$ cat src/rtl/core/pcsc_pkg.sv
// Package for the PNG chunk stream checker.
// Holds beat types, phase and code constants, the signature table and the CRC-32 step.
// No dependencies.
`default_nettype none
package pcsc_pkg;

    typedef struct packed {
        logic [7:0] data_byte;
        logic       file_start;
    } in_beat_t;

    typedef struct packed {
        logic [31:0] chunk_type;
        logic [2:0]  chunk_kind;
        logic [31:0] chunk_length;
        logic        crc_ok;
        logic [1:0]  status;
        logic [7:0]  kept_color;
    } out_beat_t;

    typedef enum logic [2:0] {
        PH_SIG,
        PH_LEN,
        PH_TYPE,
        PH_DATA,
        PH_CRC
    } phase_t;

    localparam logic [2:0] KIND_IHDR  = 3'd0;
    localparam logic [2:0] KIND_BKGD  = 3'd1;
    localparam logic [2:0] KIND_PHYS  = 3'd2;
    localparam logic [2:0] KIND_TIME  = 3'd3;
    localparam logic [2:0] KIND_OTHER = 3'd4;

    localparam logic [1:0] STAT_OK      = 2'd0;
    localparam logic [1:0] STAT_BAD_SIG = 2'd1;
    localparam logic [1:0] STAT_BAD_LEN = 2'd2;

    localparam logic [31:0] TYPE_IHDR = 32'h4948_4452;
    localparam logic [31:0] TYPE_BKGD = 32'h624B_4744;
    localparam logic [31:0] TYPE_PHYS = 32'h7048_5973;
    localparam logic [31:0] TYPE_TIME = 32'h7449_4D45;

    localparam logic [31:0] CRC_POLY   = 32'hEDB8_8320;
    localparam logic [31:0] CRC_PRESET = 32'hFFFF_FFFF;

    localparam logic [31:0] IHDR_COLOR_IDX = 32'd9;

    function automatic logic [7:0] sig_byte(input logic [2:0] idx);
        logic [7:0] r;
        unique case (idx)
            3'd0: r = 8'h89;
            3'd1: r = 8'h50;
            3'd2: r = 8'h4E;
            3'd3: r = 8'h47;
            3'd4: r = 8'h0D;
            3'd5: r = 8'h0A;
            3'd6: r = 8'h1A;
            3'd7: r = 8'h0A;
            default: r = 8'h00;
        endcase
        return r;
    endfunction

    function automatic logic [31:0] crc_step(input logic [31:0] c, input logic [7:0] b);
        logic [31:0] v;
        v = c ^ {24'd0, b};
        for (int k = 0; k < 8; k++) begin
            v = v[0] ? (CRC_POLY ^ (v >> 1)) : (v >> 1);
        end
        return v;
    endfunction

    function automatic logic [2:0] kind_of(input logic [31:0] t);
        logic [2:0] r;
        priority if (t == TYPE_IHDR) r = KIND_IHDR;
        else if (t == TYPE_BKGD) r = KIND_BKGD;
        else if (t == TYPE_PHYS) r = KIND_PHYS;
        else if (t == TYPE_TIME) r = KIND_TIME;
        else r = KIND_OTHER;
        return r;
    endfunction

endpackage
`default_nettype wire

$ cat src/rtl/core/pcsc_front.sv
// Front end of the PNG chunk stream checker: signature check, chunk walk and CRC-32.
// Emits one result beat per finished chunk or error. Depends on pcsc_pkg.
`default_nettype none
module pcsc_front
    import pcsc_pkg::*;
(
    input  wire logic      clk,
    input  wire logic      rst_n,
    input  wire logic      take,
    input  wire in_beat_t  beat,
    output logic           emit,
    output out_beat_t      result
);

    phase_t      phase_reg, phase_next;
    logic [31:0] cnt_reg, cnt_next;
    logic [31:0] len_reg, len_next;
    logic [31:0] type_reg, type_next;
    logic [31:0] crc_reg, crc_next;
    logic [31:0] rcrc_reg, rcrc_next;
    logic [7:0]  color_reg, color_next;
    logic [2:0]  kind_reg, kind_next;
    logic        halt_reg, halt_next;

    always_ff @(posedge clk or negedge rst_n) begin
        if (!rst_n) begin
            phase_reg <= PH_SIG;
            cnt_reg   <= '0;
            len_reg   <= '0;
            type_reg  <= '0;
            crc_reg   <= CRC_PRESET;
            rcrc_reg  <= '0;
            color_reg <= '0;
            kind_reg  <= KIND_OTHER;
            halt_reg  <= 1'b0;
        end else begin
            phase_reg <= phase_next;
            cnt_reg   <= cnt_next;
            len_reg   <= len_next;
            type_reg  <= type_next;
            crc_reg   <= crc_next;
            rcrc_reg  <= rcrc_next;
            color_reg <= color_next;
            kind_reg  <= kind_next;
            halt_reg  <= halt_next;
        end
    end

    always_comb begin
        logic [7:0]  b;
        logic [31:0] new_type;
        logic [31:0] new_rcrc;
        logic [2:0]  k;
        logic        bad;

        b        = beat.data_byte;
        new_type = '0;
        new_rcrc = '0;
        k        = KIND_OTHER;
        bad      = 1'b0;

        phase_next = phase_reg;
        cnt_next   = cnt_reg;
        len_next   = len_reg;
        type_next  = type_reg;
        crc_next   = crc_reg;
        rcrc_next  = rcrc_reg;
        color_next = color_reg;
        kind_next  = kind_reg;
        halt_next  = halt_reg;
        emit       = 1'b0;
        result     = '{chunk_type: '0, chunk_kind: KIND_OTHER, chunk_length: '0,
                       crc_ok: 1'b0, status: STAT_OK, kept_color: color_reg};

        if (take && beat.file_start) begin
            phase_next = PH_SIG;
            cnt_next   = '0;
            len_next   = '0;
            type_next  = '0;
            crc_next   = CRC_PRESET;
            rcrc_next  = '0;
            color_next = '0;
            halt_next  = 1'b0;
            result.kept_color = 8'd0;
        end

        if (take && (beat.file_start || !halt_reg)) begin
            unique case (phase_next)
                PH_SIG: begin
                    if (b != sig_byte(cnt_next[2:0])) begin
                        halt_next = 1'b1;
                        emit      = 1'b1;
                        result.status = STAT_BAD_SIG;
                    end else if (cnt_next == 32'd7) begin
                        phase_next = PH_LEN;
                        cnt_next   = '0;
                    end else begin
                        cnt_next = cnt_next + 32'd1;
                    end
                end
                PH_LEN: begin
                    len_next = {len_next[23:0], b};
                    if (cnt_next == 32'd3) begin
                        phase_next = PH_TYPE;
                        cnt_next   = '0;
                        crc_next   = CRC_PRESET;
                    end else begin
                        cnt_next = cnt_next + 32'd1;
                    end
                end
                PH_TYPE: begin
                    new_type  = {type_next[23:0], b};
                    type_next = new_type;
                    crc_next  = crc_step(crc_next, b);
                    if (cnt_next == 32'd3) begin
                        cnt_next  = '0;
                        k         = kind_of(new_type);
                        kind_next = k;
                        unique case (k)
                            KIND_IHDR: bad = (len_next != 32'd13);
                            KIND_PHYS: bad = (len_next != 32'd9);
                            KIND_TIME: bad = (len_next != 32'd7);
                            KIND_BKGD: begin
                                unique case (color_next)
                                    8'd3:       bad = (len_next != 32'd1);
                                    8'd0, 8'd4: bad = (len_next != 32'd2);
                                    8'd2, 8'd6: bad = (len_next != 32'd6);
                                    default:    bad = 1'b0;
                                endcase
                            end
                            default: bad = 1'b0;
                        endcase
                        if (bad) begin
                            halt_next = 1'b1;
                            emit      = 1'b1;
                            result.chunk_type   = new_type;
                            result.chunk_kind   = k;
                            result.chunk_length = len_next;
                            result.status       = STAT_BAD_LEN;
                        end else begin
                            phase_next = (len_next == '0) ? PH_CRC : PH_DATA;
                        end
                    end else begin
                        cnt_next = cnt_next + 32'd1;
                    end
                end
                PH_DATA: begin
                    crc_next = crc_step(crc_next, b);
                    if (cnt_next == IHDR_COLOR_IDX && kind_next == KIND_IHDR) begin
                        color_next = b;
                    end
                    if (cnt_next + 32'd1 == len_next) begin
                        phase_next = PH_CRC;
                        cnt_next   = '0;
                    end else begin
                        cnt_next = cnt_next + 32'd1;
                    end
                end
                PH_CRC: begin
                    new_rcrc  = {rcrc_next[23:0], b};
                    rcrc_next = new_rcrc;
                    if (cnt_next == 32'd3) begin
                        emit = 1'b1;
                        result.chunk_type   = type_next;
                        result.chunk_kind   = kind_next;
                        result.chunk_length = len_next;
                        result.crc_ok       = (new_rcrc == ~crc_next);
                        result.status       = STAT_OK;
                        result.kept_color   = color_next;
                        phase_next = PH_LEN;
                        cnt_next   = '0;
                        len_next   = '0;
                    end else begin
                        cnt_next = cnt_next + 32'd1;
                    end
                end
                default: begin
                    phase_next = PH_LEN;
                    cnt_next   = '0;
                    len_next   = '0;
                end
            endcase
        end
    end

endmodule
`default_nettype wire

$ cat src/rtl/core/pcsc_queue.sv
// Two-entry result queue of the PNG chunk stream checker; the output is read from the queue entries.
// Decouples the parser from the result channel. Depends on pcsc_pkg.
`default_nettype none
module pcsc_queue
    import pcsc_pkg::*;
(
    input  wire logic      clk,
    input  wire logic      rst_n,
    input  wire logic      push,
    input  wire out_beat_t push_beat,
    output logic           full,
    output logic           result_valid,
    input  wire logic      result_stall,
    output out_beat_t      result
);

    out_beat_t   mem_reg [2];
    logic        wr_reg, rd_reg;
    logic [1:0]  count_reg, count_next;
    logic        pop;

    assign pop          = result_valid && !result_stall;
    assign full         = (count_reg == 2'd2);
    assign result_valid = (count_reg != 2'd0);
    assign result       = mem_reg[rd_reg];

    always_comb begin
        count_next = count_reg + {1'b0, push} - {1'b0, pop};
    end

    always_ff @(posedge clk) begin
        if (push) begin
            mem_reg[wr_reg] <= push_beat;
        end
    end

    always_ff @(posedge clk or negedge rst_n) begin
        if (!rst_n) begin
            wr_reg    <= 1'b0;
            rd_reg    <= 1'b0;
            count_reg <= '0;
        end else begin
            if (push) begin
                wr_reg <= ~wr_reg;
            end
            if (pop) begin
                rd_reg <= ~rd_reg;
            end
            count_reg <= count_next;
        end
    end

endmodule
`default_nettype wire

$ cat src/rtl/core/png_chunk_stream_checker_top.sv
// Top level of the PNG chunk stream checker: one byte beat per cycle in while not stalled,
// one result beat per finished chunk or error out. The result beat is registered in the
// result queue. Throughput is one byte per cycle while not stalled, set by the combinational
// CRC-32 byte update. The input stalls only while the two-entry result queue is full.
// Asynchronous active-low reset puts the parser in the signature phase with an empty queue.
`default_nettype none
module png_chunk_stream_checker_top
    import pcsc_pkg::*;
(
    input  wire logic      clk,
    input  wire logic      rst_n,
    input  wire logic      item_valid,
    output logic           item_stall,
    input  wire in_beat_t  item,
    output logic           result_valid,
    input  wire logic      result_stall,
    output out_beat_t      result
);

    logic      take;
    logic      emit;
    logic      full;
    out_beat_t front_beat;

    assign item_stall = full;
    assign take       = item_valid && !full;

    pcsc_front u_front (
        .clk    (clk),
        .rst_n  (rst_n),
        .take   (take),
        .beat   (item),
        .emit   (emit),
        .result (front_beat)
    );

    pcsc_queue u_queue (
        .clk          (clk),
        .rst_n        (rst_n),
        .push         (emit),
        .push_beat    (front_beat),
        .full         (full),
        .result_valid (result_valid),
        .result_stall (result_stall),
        .result       (result)
    );

endmodule
`default_nettype wire

$ cat config.mk
export PLATFORM = sky130hd
export DESIGN_NAME = png_chunk_stream_checker_top
export DESIGN_NICKNAME = d
export VERILOG_FILES = /design/src/rtl/core/pcsc_pkg.sv /design/src/rtl/core/pcsc_front.sv /design/src/rtl/core/pcsc_queue.sv /design/src/rtl/core/png_chunk_stream_checker_top.sv
export SDC_FILE = /design/constraint.sdc
export NUM_CORES = 1
export LEC_CHECK = 0
export BUFFER_PORTS_ARGS = -buffer_cell sky130_fd_sc_hd__clkbuf_2
export CAP_MARGIN = 25
export CORE_MARGIN = 8
export CORE_UTILIZATION = 33
export DETAILED_ROUTE_END_ITERATION = 10
export HOLD_SLACK_MARGIN = 0.08
export PLACE_DENSITY = 0.45
export SYNTH_ARGS = -nofsm -noshare
export SYNTH_HDL_FRONTEND = slang
export SYNTH_SLANG_ARGS = --single-unit
$ cat constraint.sdc
create_clock -name clk -period 9.86 [get_ports clk]
set_input_delay 1.972 -clock clk [delete_from_list [all_inputs] [get_ports clk]]
set_output_delay 1.972 -clock clk [all_outputs]
set_load 0.01 [all_outputs]
==> flow_metrics.env <==
export IMPL_status="finished, final reports clean"
export IMPL_clock_sinks=327
export IMPL_number_of_nets_produced_by_synthesis=1736
export IMPL_p_per_area_mw_per_mm2=266
export IMPL_ys_seq_area_share_pct=51.1
export IMPL_peak_supply_drop_mv=0.120
export IMPL_pre_cts_slack_ns=2.49
export IMPL_grt_antenna_before_repair=2
export IMPL_dr_total_vias=13700
export IMPL_maximum_fanout_along_the_worst_path=51
export IMPL_timing_max_transition_violations_final=0
export IMPL_grt_overflow_total=0
export IMPL_netlist_area_pre_place_mm2=0.0176
export IMPL_number_of_global_route_vias_before_repair=13500
export IMPL_yosys_warnings=0
export IMPL_final_critical_path_setup_slack_ns=3.35
export IMPL_drt_first_iter_violations=1228
export IMPL_core_area_mm2=0.0527
export IMPL_cts_buffers=39
export IMPL_insertion_delay_ns=0.55
export IMPL_unrepaired_setup_endpoints_after_global_routing="false"
export IMPL_path_type_of_the_worst_setup_path="in -> reg"
export IMPL_nFillCells=5179
export IMPL_placedCellCount=2390
export IMPL_grt_max_degree=73
export IMPL_wl_per_cell_um=23.0
export IMPL_effective_utilization_at_floorplan_pct=33.5
export IMPL_max_slew_margin_rel_pct=29.8
export IMPL_required_arrival_time_at_the_worst_endpoint_ns=10.30
export IMPL_worst_r2r_path_depth=16
export IMPL_drive_above_1_share_pct=19.2
export IMPL_post_synth_inst_count=1713
export IMPL_min_period_over_period_pct=66.1
export IMPL_edff_count_synth=156
export IMPL_largest_register_ff_count=156
export IMPL_timing_critical_path_to_type="register"
export IMPL_finalWorstPathRequiredPeriod_ns=6.51
export IMPL_worst_slew_pin_slew_ns=1.04
export IMPL_drv_max_cap_violation_count=0
export IMPL_clockBufferDepth=3
export IMPL_die_width_um=247
export IMPL_worstHoldEndpoint="u_front.crc_reg[2]"
export IMPL_setup_total_negative_slack_ns=0
export IMPL_gr_util_all_layers_pct=18.1
export IMPL_ctsRootBufferMaster="clkbuf_16"
export IMPL_synth_top_flop_cell="edfxtp_1"
export IMPL_total_leakage_power_nw=7.41
export IMPL_finalClockSkew_ns=0.0148
export IMPL_yosysUniqueCellTypes=94
export IMPL_route_final_wire_length_um=56700
export IMPL_worstSetupStartpointType="primary input"
export IMPL_hold_viol_final=0
export IMPL_area_growth_syn_to_layout_pct=13.4
export IMPL_cts_hold_fix_buffers=0
export IMPL_hold_path_startpoint="u_front.crc_reg[2]"
export IMPL_post_layout_nonfiller_instances=2466
export IMPL_ios=93
export IMPL_remaining_drcs=0
export IMPL_hold_path_cell_count=2
export IMPL_async_reset_ff_share_pct=52.3
export IMPL_timing_reg2reg_setup_slack_ns=4.22
export IMPL_ant_nets=0
export IMPL_core_rowCount=84
export IMPL_die_outline_height_um=247
export IMPL_grt_pass1_wl_um=86000
export IMPL_synth_avg_cell_area_um2=10.3
export IMPL_timing_rr_end="u_front.cnt_reg[7]"
export IMPL_fp_dieArea_mm2=0.0611
export IMPL_timing_final_setup_violations=0
export IMPL_placement_io_buffers=92
export IMPL_hp_class="reg -> reg"
export IMPL_max_freq_mhz=154
export IMPL_r2r_start="u_queue.count_reg[0]"
export IMPL_drt_vias_per_instance=5.56
export IMPL_placer_congestion=0.892
export IMPL_cts_htree_levels=2
export IMPL_mostFrequentLayoutCells="218 x nand2_1, 156 x edfxtp_1, 137 x dfrtp_1"
export IMPL_drtPass1Iterations=6
export IMPL_ctsResizeCount=0
export IMPL_worstPathArrival_ns=6.96
export IMPL_layout_cells_most_common="nand2_1"
export IMPL_synth_seq_cells=327
export IMPL_power_total_mw=5.31
export IMPL_design_final_nets=1771
export IMPL_postCtsSetupBuffers=0
export IMPL_clock_slew_at_the_register_clock_pins_of_the_worst_setup_and_hold_paths_ns=0.06
export IMPL_detailed_place_hpwl_um=38100
export IMPL_antennaDiodeCount=0
export IMPL_cts_tree="yes"
[worst max-delay path, stage by stage]
cell and delay [ns]:
clkbuf_2 0.13, and2_1 0.28, nand2_4 0.54, nand2_1 0.25, inv_1 0.17, ha_1 0.36
and3_1 0.46, nand3_4 0.13, or4_1 0.67, o311ai_1 0.33, o21ai_1 0.16, nor4_4 0.29
o21ai_2 0.13, nor3_4 0.45, buf_8 0.23, nor2_1 0.10, a31o_2 0.27
[logic make-up (layout without fill, tap and decap cells)]
logic type      count (synthesis)  in the layout  share of synthesized area [%]
simple gates                  603            603                           17.2
compound gates                416            416                           15.8
flops                         327            327                           51.1
buf+inv                       145            210                           3.49
xor+xnor                      128            128                           6.40
mux                            84             84                           5.34
fa+ha+maj                      10             10                          0.709
[cells in the mapped netlist, types with 9 or more instances]
library cell / count / area share [%]
a21oi_1: 114 / 3.2
a22o_1: 40 / 2.0
a31oi_1: 10 / 0.35
and2_1: 46 / 1.6
and3_1: 23 / 0.82
and4_1: 9 / 0.45
buf_1: 11 / 0.23
buf_2: 18 / 0.51
clkbuf_1: 89 / 1.9
dfrtp_1: 138 / 20
dfstp_2: 33 / 4.9
edfxtp_1: 156 / 27
ha_1: 10 / 0.71
inv_1: 15 / 0.32
mux2_2: 81 / 5.2
nand2_1: 219 / 4.7
nand2b_1: 9 / 0.32
nand3_1: 30 / 0.85
nand4_1: 21 / 0.74
nor2_1: 127 / 2.7
nor2b_1: 15 / 0.53
nor3_1: 22 / 0.62
nor4_1: 29 / 1.0
o211ai_1: 10 / 0.43
o21ai_0: 83 / 2.4
o21ai_1: 11 / 0.31
o22ai_1: 21 / 0.74
xnor2_1: 88 / 4.4
xor2_1: 39 / 1.9
[per-stage QoR]
stage	hold slack, ns	utilization [%]	area, um2
2_1_floorplan	0.442	-	17600
3_3_place_gp	0.455	35.4	18700
3_5_place_dp	0.466	35.5	18700
4_1_cts	0.473	37.8	19900
5_1_grt	0.518	38.0	20000
6_report	0.480	38.0	20000
[routing by layer]
metal | vias up | track usage, % | part of all wire [%] | routed length [um]
met4 | 2 | 6.10 | 2.8 | 1600
met5 | - | 0 | 0.032 | 18
li1 | 6340 | - | - | -
met1 | 6842 | 26.0 | 47 | 26700
met3 | 100 | 2.93 | 5.8 | 3310
met2 | 430 | 27.3 | 44 | 25000
[cell type report]
type	instances	area, um2	share of cell area [%]
sequential	327	9010	45.1
inverter	16	60.1	0.300
clock buffer	57	1090	5.47
tap	688	861	4.30
timing repair buffer	123	792	3.96
multi-input combinational	1241	8080	40.4
clock inverter	14	105	0.526
[worst max path at each step]
stage                       start                    end  slack (ns)  depth (start not counted)
after detailed placement  item[0]     u_front.cnt_reg[7]        2.49                         16
final                     item[0]     u_front.cnt_reg[7]        3.35                         17
after CTS                 item[0]     u_front.cnt_reg[7]        3.09                         16
after global placement    item[0]     u_front.cnt_reg[6]        2.61                         16
after global routing      item[0]     u_front.cnt_reg[7]        3.06                         17
after floorplan           item[0]  u_queue.mem_reg[0][0]        0.34                         20
[report_power, final]
part           internal [mW]  total, mW  switching [mW]
Combinational          0.817       2.02            1.21
Clock                  0.798       1.37           0.576
Sequential              1.65       1.92           0.262
Total                   3.27       5.31            2.04
Power figures use the tool's default switching activity.
